==> src/rtl/core/sfs_pkg.sv <==
// sfs_pkg: shared types and constants for the sprite frame sequencer
// operation codes, register indexes, unit codes and the word structs
// no dependencies
package sfs_pkg;

	// field widths
	localparam int unsigned OP_W     = 3;
	localparam int unsigned DELTA_W  = 24;
	localparam int unsigned IDX_W    = 6;
	localparam int unsigned DELAY_W  = 24;
	localparam int unsigned ACCUM_W  = 32;
	localparam int unsigned COUNT_W  = 7;
	localparam int unsigned RATE_W   = 16;
	localparam int unsigned POS_W    = 7;
	localparam int unsigned APB_AW   = 4;
	localparam int unsigned APB_DW   = 32;

	// operation codes
	localparam logic [OP_W-1:0] OP_TICK      = 3'd0;
	localparam logic [OP_W-1:0] OP_SET_FRAME = 3'd1;
	localparam logic [OP_W-1:0] OP_SET_PLAY  = 3'd2;
	localparam logic [OP_W-1:0] OP_SET_DIR   = 3'd3;
	localparam logic [OP_W-1:0] OP_WR_DELAY  = 3'd4;

	// register indexes (word address bits)
	localparam logic [1:0] REG_FRAME_COUNT = 2'd0;
	localparam logic [1:0] REG_PLAY_RATE   = 2'd1;
	localparam logic [1:0] REG_LOOP_MODE   = 2'd2;

	localparam logic [RATE_W-1:0] PLAY_RATE_RST = 16'd256;

	// shared add/subtract unit functions
	localparam logic ALU_ADD_SAT = 1'b0;
	localparam logic ALU_SUB     = 1'b1;

	typedef struct packed {
		logic [COUNT_W-1:0] frame_count;
		logic [RATE_W-1:0]  play_rate;
		logic               loop_mode;
	} cfg_t;

	typedef struct packed {
		logic [OP_W-1:0]    op;
		logic [DELTA_W-1:0] delta_time;
		logic [IDX_W-1:0]   frame_index;
		logic               flag_value;
		logic [DELAY_W-1:0] delay_value;
	} item_t;

	typedef struct packed {
		logic [IDX_W-1:0] current_frame;
		logic             playing;
		logic             reversed;
		logic             finished;
		logic             frame_event;
		logic             last;
	} res_t;

endpackage

==> src/rtl/core/sfs_alu.sv <==
// sfs_alu: shared 32-bit add/subtract unit of the sequencer
// saturating accumulate for ticks, subtract with compare for frame delays
// depends on sfs_pkg
module sfs_alu import sfs_pkg::*; (
	input  logic               op,
	input  logic [ACCUM_W-1:0] a,
	input  logic [ACCUM_W-1:0] b,
	output logic [ACCUM_W-1:0] res,
	output logic               ge
);

	logic [ACCUM_W:0] sum;
	logic [ACCUM_W:0] diff;

	// one adder and one subtractor with carry out
	assign sum  = {1'b0, a} + {1'b0, b};
	assign diff = {1'b0, a} - {1'b0, b};
	assign ge   = ~diff[ACCUM_W];

	// function select, add saturates at all ones
	always_comb begin
		case (op)
			ALU_ADD_SAT: res = sum[ACCUM_W] ? {ACCUM_W{1'b1}} : sum[ACCUM_W-1:0];
			ALU_SUB:     res = diff[ACCUM_W-1:0];
			default:     res = diff[ACCUM_W-1:0];
		endcase
	end

endmodule

==> src/rtl/core/sfs_regs.sv <==
// sfs_regs: APB register file for frame count, play rate and loop mode
// write on access phase, read is a plain mux, pready tied high
// depends on sfs_pkg
module sfs_regs import sfs_pkg::*; (
	input  logic              clk,
	input  logic              arst_n,
	input  logic              psel,
	input  logic              penable,
	input  logic              pwrite,
	input  logic [APB_AW-1:0] paddr,
	input  logic [APB_DW-1:0] pwdata,
	output logic [APB_DW-1:0] prdata,
	output logic              pready,
	output cfg_t              cfg
);

	cfg_t       cfg_q;
	logic       wr_en;
	logic [1:0] reg_sel;

	assign pready  = 1'b1;
	assign wr_en   = psel & penable & pwrite;
	assign reg_sel = paddr[3:2];
	assign cfg     = cfg_q;

	// register writes
	always_ff @(posedge clk or negedge arst_n) begin
		if (!arst_n) begin
			cfg_q.frame_count <= '0;
			cfg_q.play_rate   <= PLAY_RATE_RST;
			cfg_q.loop_mode   <= 1'b0;
		end else if (wr_en) begin
			case (reg_sel)
				REG_FRAME_COUNT: cfg_q.frame_count <= pwdata[COUNT_W-1:0];
				REG_PLAY_RATE:   cfg_q.play_rate   <= pwdata[RATE_W-1:0];
				REG_LOOP_MODE:   cfg_q.loop_mode   <= pwdata[0];
				default: ;
			endcase
		end
	end

	// read mux
	always_comb begin
		case (reg_sel)
			REG_FRAME_COUNT: prdata = {{(APB_DW-COUNT_W){1'b0}}, cfg_q.frame_count};
			REG_PLAY_RATE:   prdata = {{(APB_DW-RATE_W){1'b0}}, cfg_q.play_rate};
			REG_LOOP_MODE:   prdata = {{(APB_DW-1){1'b0}}, cfg_q.loop_mode};
			default:         prdata = '0;
		endcase
	end

endmodule

==> src/rtl/core/sfs_core.sv <==
// sfs_core: sequencer for ticks and control operations, holds the delay table
// uses sfs_alu for accumulate and delay compare, one frame step per cycle unless the result output stalls
// depends on sfs_pkg, sfs_alu
module sfs_core import sfs_pkg::*; #(
	parameter int unsigned MAX_FRAMES = 64,
	parameter int unsigned MAX_STEPS  = 16
) (
	input  logic  clk,
	input  logic  arst_n,
	input  cfg_t  cfg,
	input  logic  in_valid,
	output logic  in_ready,
	input  item_t in_item,
	output logic  res_valid,
	input  logic  res_ready,
	output res_t  res
);

	localparam int unsigned AW  = (MAX_FRAMES > 1) ? $clog2(MAX_FRAMES) : 1;
	localparam int unsigned SCW = $clog2(MAX_STEPS + 1);
	localparam int unsigned CAP = (MAX_FRAMES > 127) ? 127 : MAX_FRAMES;

	localparam logic [2:0] S_CLR  = 3'd0;
	localparam logic [2:0] S_IDLE = 3'd1;
	localparam logic [2:0] S_MUL  = 3'd2;
	localparam logic [2:0] S_ADD  = 3'd3;
	localparam logic [2:0] S_STEP = 3'd4;
	localparam logic [2:0] S_STAT = 3'd5;

	logic [2:0]         state_q;
	logic [ACCUM_W-1:0] accum_q;
	logic [POS_W-1:0]   pos_q;
	logic               play_q;
	logic               rev_q;
	logic [SCW-1:0]     step_cnt_q;
	logic [AW-1:0]      clr_addr_q;
	logic [DELTA_W-1:0] delta_q;
	logic [ACCUM_W-1:0] prod_q;
	logic [DELAY_W-1:0] rd_data_q;
	logic [DELAY_W-1:0] mem [MAX_FRAMES];

	logic [COUNT_W-1:0]         eff_cnt;
	logic                       accept;
	logic                       tick_live;
	logic                       set_ok;
	logic                       wr_ok;
	logic [DELTA_W+RATE_W-1:0]  prod_full;
	logic                       alu_op;
	logic [ACCUM_W-1:0]         alu_b;
	logic [ACCUM_W-1:0]         alu_res;
	logic                       alu_ge;
	logic                       go;
	logic                       step_fire;
	logic [POS_W-1:0]           nxt_pos;
	logic                       nxt_rev;
	logic                       nxt_play;
	logic [AW+POS_W-1:0]        pos_ext;
	logic [AW+IDX_W-1:0]        idx_ext;
	logic [AW-1:0]              rd_addr;
	logic                       mem_we;
	logic [AW-1:0]              mem_wa;
	logic [DELAY_W-1:0]         mem_wd;

	// frame count limited to the table size and to 127
	assign eff_cnt = (cfg.frame_count > COUNT_W'(CAP)) ? COUNT_W'(CAP) : cfg.frame_count;

	assign in_ready  = (state_q == S_IDLE);
	assign accept    = in_valid & in_ready;
	assign tick_live = play_q & (eff_cnt > 7'd1) & (cfg.play_rate != '0);
	assign set_ok    = ({1'b0, in_item.frame_index} < eff_cnt);
	assign wr_ok     = ({{(32-IDX_W){1'b0}}, in_item.frame_index} < 32'(MAX_FRAMES));
	assign prod_full = delta_q * cfg.play_rate;

	// shared unit: accumulate in the add state, delay compare otherwise
	assign alu_op = (state_q == S_ADD) ? ALU_ADD_SAT : ALU_SUB;
	assign alu_b  = (state_q == S_ADD) ? prod_q
		: {{(ACCUM_W-DELAY_W){1'b0}}, rd_data_q};

	sfs_alu u_alu (
		.op  (alu_op),
		.a   (accum_q),
		.b   (alu_b),
		.res (alu_res),
		.ge  (alu_ge)
	);

	// step decision for the current frame
	assign go = play_q & (step_cnt_q < SCW'(MAX_STEPS)) & (rd_data_q != '0) & alu_ge;
	assign step_fire = (state_q == S_STEP) & go & ((step_cnt_q == '0) | res_ready);

	// next frame position, ping-pong or stop at the ends
	always_comb begin
		nxt_pos  = pos_q;
		nxt_rev  = rev_q;
		nxt_play = play_q;
		if (!rev_q) begin
			if (pos_q < (eff_cnt - 7'd1)) begin
				nxt_pos = pos_q + 7'd1;
			end else if (cfg.loop_mode) begin
				nxt_rev = 1'b1;
				nxt_pos = eff_cnt - 7'd2;
			end else begin
				nxt_play = 1'b0;
			end
		end else begin
			if (pos_q != '0) begin
				nxt_pos = pos_q - 7'd1;
			end else if (cfg.loop_mode) begin
				nxt_rev = 1'b0;
				nxt_pos = 7'd1;
			end else begin
				nxt_play = 1'b0;
			end
		end
	end

	// table addresses
	assign pos_ext = {{AW{1'b0}}, (step_fire ? nxt_pos : pos_q)};
	assign rd_addr = pos_ext[AW-1:0];
	assign idx_ext = {{AW{1'b0}}, in_item.frame_index};

	assign mem_we = (state_q == S_CLR) | (accept & (in_item.op == OP_WR_DELAY) & wr_ok);
	assign mem_wa = (state_q == S_CLR) ? clr_addr_q : idx_ext[AW-1:0];
	assign mem_wd = (state_q == S_CLR) ? '0 : in_item.delay_value;

	// delay table, one write and one registered read port
	always_ff @(posedge clk) begin
		if (mem_we) begin
			mem[mem_wa] <= mem_wd;
		end
		rd_data_q <= mem[rd_addr];
	end

	// result words: earlier steps while stepping, final word on stop, status word in S_STAT
	always_comb begin
		res_valid         = 1'b0;
		res.current_frame = pos_q[IDX_W-1:0];
		res.playing       = play_q;
		res.reversed      = rev_q;
		res.finished      = ~cfg.loop_mode & ~play_q;
		res.frame_event   = 1'b0;
		res.last          = 1'b1;
		case (state_q)
			S_STEP: begin
				res_valid       = go ? (step_cnt_q != '0) : 1'b1;
				res.frame_event = (step_cnt_q != '0);
				res.last        = ~go;
			end
			S_STAT: begin
				res_valid = 1'b1;
			end
			default: ;
		endcase
	end

	// payload registers
	always_ff @(posedge clk) begin
		if (accept) begin
			delta_q <= in_item.delta_time;
		end
		if (state_q == S_MUL) begin
			prod_q <= prod_full[DELTA_W+RATE_W-1:8];
		end
	end

	// sequencer
	always_ff @(posedge clk or negedge arst_n) begin
		if (!arst_n) begin
			state_q    <= S_CLR;
			clr_addr_q <= '0;
			accum_q    <= '0;
			pos_q      <= '0;
			play_q     <= 1'b0;
			rev_q      <= 1'b0;
			step_cnt_q <= '0;
		end else begin
			case (state_q)
				S_CLR: begin
					clr_addr_q <= clr_addr_q + AW'(1);
					if (clr_addr_q == AW'(MAX_FRAMES - 1)) begin
						state_q <= S_IDLE;
					end
				end
				S_IDLE: begin
					if (accept) begin
						step_cnt_q <= '0;
						if ((in_item.op == OP_TICK) && tick_live) begin
							state_q <= S_MUL;
						end else begin
							state_q <= S_STAT;
						end
						case (in_item.op)
							OP_SET_FRAME: begin
								if (set_ok) begin
									pos_q   <= {1'b0, in_item.frame_index};
									accum_q <= '0;
								end
							end
							OP_SET_PLAY: play_q <= in_item.flag_value;
							OP_SET_DIR:  rev_q  <= in_item.flag_value;
							default: ;
						endcase
					end
				end
				S_MUL: begin
					state_q <= S_ADD;
				end
				S_ADD: begin
					accum_q <= alu_res;
					state_q <= S_STEP;
				end
				S_STEP: begin
					if (step_fire) begin
						accum_q    <= alu_res;
						pos_q      <= nxt_pos;
						rev_q      <= nxt_rev;
						play_q     <= nxt_play;
						step_cnt_q <= step_cnt_q + SCW'(1);
					end else if (!go && res_ready) begin
						state_q <= S_IDLE;
					end
				end
				S_STAT: begin
					if (res_ready) begin
						state_q <= S_IDLE;
					end
				end
				default: state_q <= S_IDLE;
			endcase
		end
	end

	// step count stays within the per-tick cap
	a_step_cap: assert property (@(posedge clk) disable iff (!arst_n)
		step_cnt_q <= SCW'(MAX_STEPS))
		else $error("step count above cap");

	// words leave only from the stepping and status states
	a_res_state: assert property (@(posedge clk) disable iff (!arst_n)
		res_valid |-> (state_q == S_STEP || state_q == S_STAT))
		else $error("result word outside stepping");

	// a step never consumes a zero delay
	a_no_zero_step: assert property (@(posedge clk) disable iff (!arst_n)
		step_fire |-> (rd_data_q != '0))
		else $error("step on zero delay");

	// a step takes exactly the frame delay off the accumulator
	a_step_sub: assert property (@(posedge clk) disable iff (!arst_n)
		step_fire |=> (accum_q == $past(accum_q - {{(ACCUM_W-DELAY_W){1'b0}}, rd_data_q})))
		else $error("accumulator step mismatch");

	// no item is taken while the table is being cleared
	a_clr_block: assert property (@(posedge clk) disable iff (!arst_n)
		(state_q == S_CLR) |-> !in_ready)
		else $error("input taken during clear");

endmodule

==> src/rtl/core/sprite_frame_sequencer.sv <==
// sprite_frame_sequencer: top level, stream ports, APB port and result register
// depends on sfs_pkg, sfs_regs, sfs_core
//
// channel   direction  handshake           contents
// s_*       in         s_tvalid/s_tready   operation word (op in s_tuser)
// m_*       out        m_tvalid/m_tready   result word (frame_event in m_tuser, last in m_tlast)
// apb       in/out     psel/penable        frame_count, play_rate, loop_mode
//
// control operations are accepted, then answered with one status word
// a tick runs setup (accept, multiply, accumulate), then up to MAX_STEPS frame steps
// and the final word, paced by the shared add/subtract unit doing one delay
// compare per cycle while the result path does not stall
// after reset the delay table is cleared, s_tready stays low meanwhile
// a stalled m_tready holds the sequencer in place; the result register frees it one word early
module sprite_frame_sequencer import sfs_pkg::*; #(
	parameter int unsigned MAX_FRAMES = 64,
	parameter int unsigned MAX_STEPS  = 16
) (
	input  logic              clk,
	input  logic              arst_n,
	input  logic              psel,
	input  logic              penable,
	input  logic              pwrite,
	input  logic [APB_AW-1:0] paddr,
	input  logic [APB_DW-1:0] pwdata,
	output logic [APB_DW-1:0] prdata,
	output logic              pready,
	input  logic              s_tvalid,
	output logic              s_tready,
	// delta_time[23:0], frame_index[29:24], flag_value[30], delay_value[54:31], zero[55]
	input  logic [55:0]       s_tdata,
	// op[2:0]
	input  logic [2:0]        s_tuser,
	output logic              m_tvalid,
	input  logic              m_tready,
	// current_frame[5:0], playing[6], reversed[7], finished[8], zero[15:9]
	output logic [15:0]       m_tdata,
	// frame_event[0]
	output logic [0:0]        m_tuser,
	output logic              m_tlast
);

	cfg_t  cfg;
	item_t item;
	res_t  res;
	res_t  out_q;
	logic  res_valid;
	logic  res_ready;
	logic  out_valid_q;

	sfs_regs u_regs (
		.clk     (clk),
		.arst_n  (arst_n),
		.psel    (psel),
		.penable (penable),
		.pwrite  (pwrite),
		.paddr   (paddr),
		.pwdata  (pwdata),
		.prdata  (prdata),
		.pready  (pready),
		.cfg     (cfg)
	);

	// unpack the input word
	assign item.op          = s_tuser;
	assign item.delta_time  = s_tdata[23:0];
	assign item.frame_index = s_tdata[29:24];
	assign item.flag_value  = s_tdata[30];
	assign item.delay_value = s_tdata[54:31];

	sfs_core #(
		.MAX_FRAMES (MAX_FRAMES),
		.MAX_STEPS  (MAX_STEPS)
	) u_core (
		.clk       (clk),
		.arst_n    (arst_n),
		.cfg       (cfg),
		.in_valid  (s_tvalid),
		.in_ready  (s_tready),
		.in_item   (item),
		.res_valid (res_valid),
		.res_ready (res_ready),
		.res       (res)
	);

	// result register, loads when empty or being drained
	assign res_ready = ~out_valid_q | m_tready;

	always_ff @(posedge clk or negedge arst_n) begin
		if (!arst_n) begin
			out_valid_q <= 1'b0;
		end else if (res_ready) begin
			out_valid_q <= res_valid;
		end
	end

	always_ff @(posedge clk) begin
		if (res_valid && res_ready) begin
			out_q <= res;
		end
	end

	// pack the result word
	assign m_tvalid = out_valid_q;
	assign m_tdata  = {7'd0, out_q.finished, out_q.reversed, out_q.playing, out_q.current_frame};
	assign m_tuser  = out_q.frame_event;
	assign m_tlast  = out_q.last;

endmodule
==> config.mk <==
export PLATFORM = sky130hd
export DESIGN_NAME = sprite_frame_sequencer
export DESIGN_NICKNAME = d
export VERILOG_FILES = /design/src/rtl/core/sfs_pkg.sv /design/src/rtl/core/sfs_alu.sv /design/src/rtl/core/sfs_regs.sv /design/src/rtl/core/sfs_core.sv /design/src/rtl/core/sprite_frame_sequencer.sv
export SDC_FILE = /design/constraint.sdc
export NUM_CORES = 2
export LEC_CHECK = 0
export CAP_MARGIN = 20
export CORE_MARGIN = 5
export CORE_UTILIZATION = 35
export CTS_CLUSTER_SIZE = 14
export DETAILED_ROUTE_END_ITERATION = 12
export DONT_BUFFER_PORTS = 1
export HOLD_SLACK_MARGIN = 0.08
export PLACE_DENSITY = 0.53
export SLEW_MARGIN = 25
export SYNTH_ARGS = -nofsm -noshare
export SYNTH_HDL_FRONTEND = slang
export SYNTH_SLANG_ARGS = --single-unit
==> constraint.sdc <==
create_clock -name clk -period 9.1 [get_ports clk]
set_clock_uncertainty 0.05 [all_clocks]
set_input_delay 0.91 -clock clk [delete_from_list [all_inputs] [get_ports clk]]
set_output_delay 0.91 -clock clk [all_outputs]
set_load 0.02 [all_outputs]
==> results.toml <==
[run_status]
status = "complete, no violations"

[critical_path]
critPathBufInv = 1
path_cells = "nand2b_1 -> or2_2 -> nand2_1 -> nand2_1 -> ha_1 -> fa_1 -> o21ba_1 -> nor4_2 -> nor4_2 -> o31a_1 -> o21a_2 -> o211a_4 -> nor2_8 -> o211a_1 -> nand2b_4 -> buf_12 -> a21oi_1 -> o41ai_2 -> o2111ai_1"
crit_arrival_ps = 8280
worstSetupEndpointType = "register"
worst-setup-path-type = "reg2reg"
critPathSlowestCell = "o41ai_2"
crit_fanout = 38
cpPeakStageDelay_ps = 950
cp.required_ps = 9640
cp_top_family = "compound AO/OA/AOI/OAI gates"
startpoint_type = "register"

[global_routing]
grt_pass1_wl_um = 331000
grt_pass1_vias = 48787
grt-ovfl-total = 0
grt_start_max_net_pins = 108
track_usage_pct = 18.6
grt_antenna_before_repair = 7

[routing]
drc = 0
wl_um = 226000
wl_per_cell_um = 25.2
dr.pass1.iters = 6
num_vias = 48707
drtIter0Drc = 4154
detail-route-antenna-nets = 0
vias_per_cell = 5.43

[synthesis]
syn_inst = 5772
syn_avg_cell_area_um2 = 13.9
synth_area_leader_cell = "edfxtp_1"
ys_ff_latch = 1707
synth_top_area_share_pct = 60.1
synthXorXnorAreaFrac_pct = 0.569
synth_area_leaders = "edfxtp_1 60%, fa_1 7.7%, a22oi_1 5.4%, ha_1 3.0%, mux2i_1 2.6%"
yosysUniqueCellTypes = 90
yosys_most_used_dff = "edfxtp_1"
synth-compound-area-share_pct = 12.4
synthAdderAreaFrac_pct = 10.7
synth_edf_count = 1603
synthMuxAreaShare_pct = 3.03
synth_top_family_by_area = "compound AO/OA/AOI/OAI gates"
synth_area_um2 = 80100
async_flop_share_pct = 4.69
synth-simple-area-share_pct = 5.98
seq_area_frac_synth_pct = 63.2
yosysWarningCount = 0

[cts]
path_clk_slew_ps = 60
htree_num_levels = 4
tritoncts = "built"
clock_sinks = 1707
cts_root_buf = "clkbuf_16"
numCtsBuffers = 174
clkLatencyLatePin_ps = 830
clockBufferDepth = 3
post_cts_buffers = 0

[die]
fp.dieH_um = 488
io-pin-count = 155
core_area_um2 = 227000
dieArea_um2 = 239000
fp.dieW_um = 488
start_util_pct = 35.2
rows = 175

[timing]
fmax_mhz = 129
slew_viol_final = 0
hold_viol = 0
period_share_pct = 85.1
slew_headroom_pct = 24.9
fin_setup_tns_ps = 0
setup_violations = 0
rsz0062_at_grt = "no"
worst_slew_pin_slew_ps = 1130
fin_crit_ps = 7750

[final_layout]
drive_gt1_share_pct = 10.4
layout_common_cells = "1,603 x edfxtp_1, 580 x a22oi_1, 433 x inv_1"
nets = 6415
areaGrowthSynthToFinish_pct = 13.3
final_common_cell = "edfxtp_1"

[placement]
portBuffers = 0
dp_hpwl_um = 139000
gp_congestion = 0.840

[flow_run]
maxCapViolations = 0

[worst_hold_path]
hold_path_class = "in2reg"
## cells by family (layout without fill, tap and decap cells)
kind of cell / count (synthesis) / after routing
muxes: 239 / 239
buffers and inverters: 811 / 973
and+or+nand+nor: 1004 / 1004
AOI/OAI and AO/OA: 1457 / 1457
other: 2 / 29
DFF: 1707 / 1707
xor gates and xnor gates: 52 / 52
adders and majority gates: 500 / 500
## Yosys cell counts (all sizes together), types with 7 or more instances
cell / number
nand3: 34
a21o: 19
o211ai: 15
dfrtp: 79
o41ai: 74
a22o: 12
nand2: 414
xnor2: 30
and3: 7
o21a: 17
nor2b: 41
o21bai: 19
inv: 433
o311ai: 8
and2: 172
nor2: 182
o22ai: 109
o21ai: 82
a211oi: 13
buf: 144
a221oi: 7
fa: 307
o32ai: 7
nand3b: 8
nor3: 33
nand4: 17
xor2: 22
nand2b: 28
ha: 193
mux2i: 211
clkbuf: 233
o2111ai: 24
or3: 9
a21oi: 391
a22oi: 580
mux2: 28
o31ai: 15
edfxtp: 1603
dfxtp: 24
nor4: 40
## stage by stage
step | hold WS (ps) | setup WS (ps) | instance area (um2) | instances | util, %
3_3_place_gp | 431 | 1570 | 84700 | 8626 | 37.2
3_5_place_dp | 446 | 1500 | 84800 | 8632 | 37.3
4_1_cts | 109 | 1470 | 90400 | 8953 | 39.8
5_1_grt | 118 | 1130 | 90800 | 8965 | 39.9
6_report | 169 | 1350 | 90800 | 8970 | 39.9
2_1_floorplan | 397 | 2260 | 80200 | 5794 | -
## final timing paths
check	startpoint	end	slack, ps	cells past startpoint
setup / recovery	u_core.state_q[2]	u_core.rd_data_q[4]	1350	19
hold / removal	s_tdata[5]	u_core.delta_q[5]	170	0
setup reg to reg	u_core.state_q[2]	u_core.rd_data_q[4]	1350	19
hold reg to reg	u_core.clr_addr_q[5]	u_core.clr_addr_q[5]	460	1
max in group asynchronous	arst_n	u_regs.cfg[6]	7820	2
min in group asynchronous	arst_n	u_core.clr_addr_q[0]	740	2
## repair_timing
item | in CTS | in global routing
hold buffers | 2 | 0
hold endpoints to repair | 80 | 0
gates resized for setup | 0 | 0
endpoints found under the setup margin | 0 | 0
## per-layer routing
metal  track usage [%]  vias to the layer above  routed length, um
li1                  -                    21646                  -
met1              25.6                    25072              96900
met2              30.3                     1680             108000
met3              3.22                      309              15400
met4              5.44                        0               6360
met5                 0                        -                  0
## final cells by class
type	count	area, um2
Antenna cell	5	12.5
Clock inverter	91	930
Multi-Input combinational cell	3276	27000
Tap cell	3009	3760
Fill cell	21018	137000
Inverter	434	1630
Timing Repair Buffer	220	2170
Clock buffer	228	4620
Sequential cell	1707	50600
## worst reg2reg max path: cells and delay by family, from the launching register on
| family | cells | cell delay [ps] |
|---|---|---|
| buffers and inverters | 1 | 320 |
| AND/OR/NAND/NOR | 8 | 2640 |
| adder cells (fa/ha/maj) | 2 | 690 |
| AO/OA/AOI/OAI | 8 | 3390 |
| flip-flops | 1 | 460 |
## state kept, by name, summed over array words and instances, names as in the netlist, 3 cells and up
name / cells
m_tdata: 9
u_core.pos_q: 7
u_core.accum_q: 32
u_core.state_q: 3
u_core.step_cnt_q: 5
u_regs.cfg: 24
u_core.prod_q: 32
u_core.mem: 1536
u_core.delta_q: 24
u_core.clr_addr_q: 6
u_core.rd_data_q: 24
Power is not shown: default switching activity piles up to over one toggle a cycle in this logic, so the estimate is an artifact.
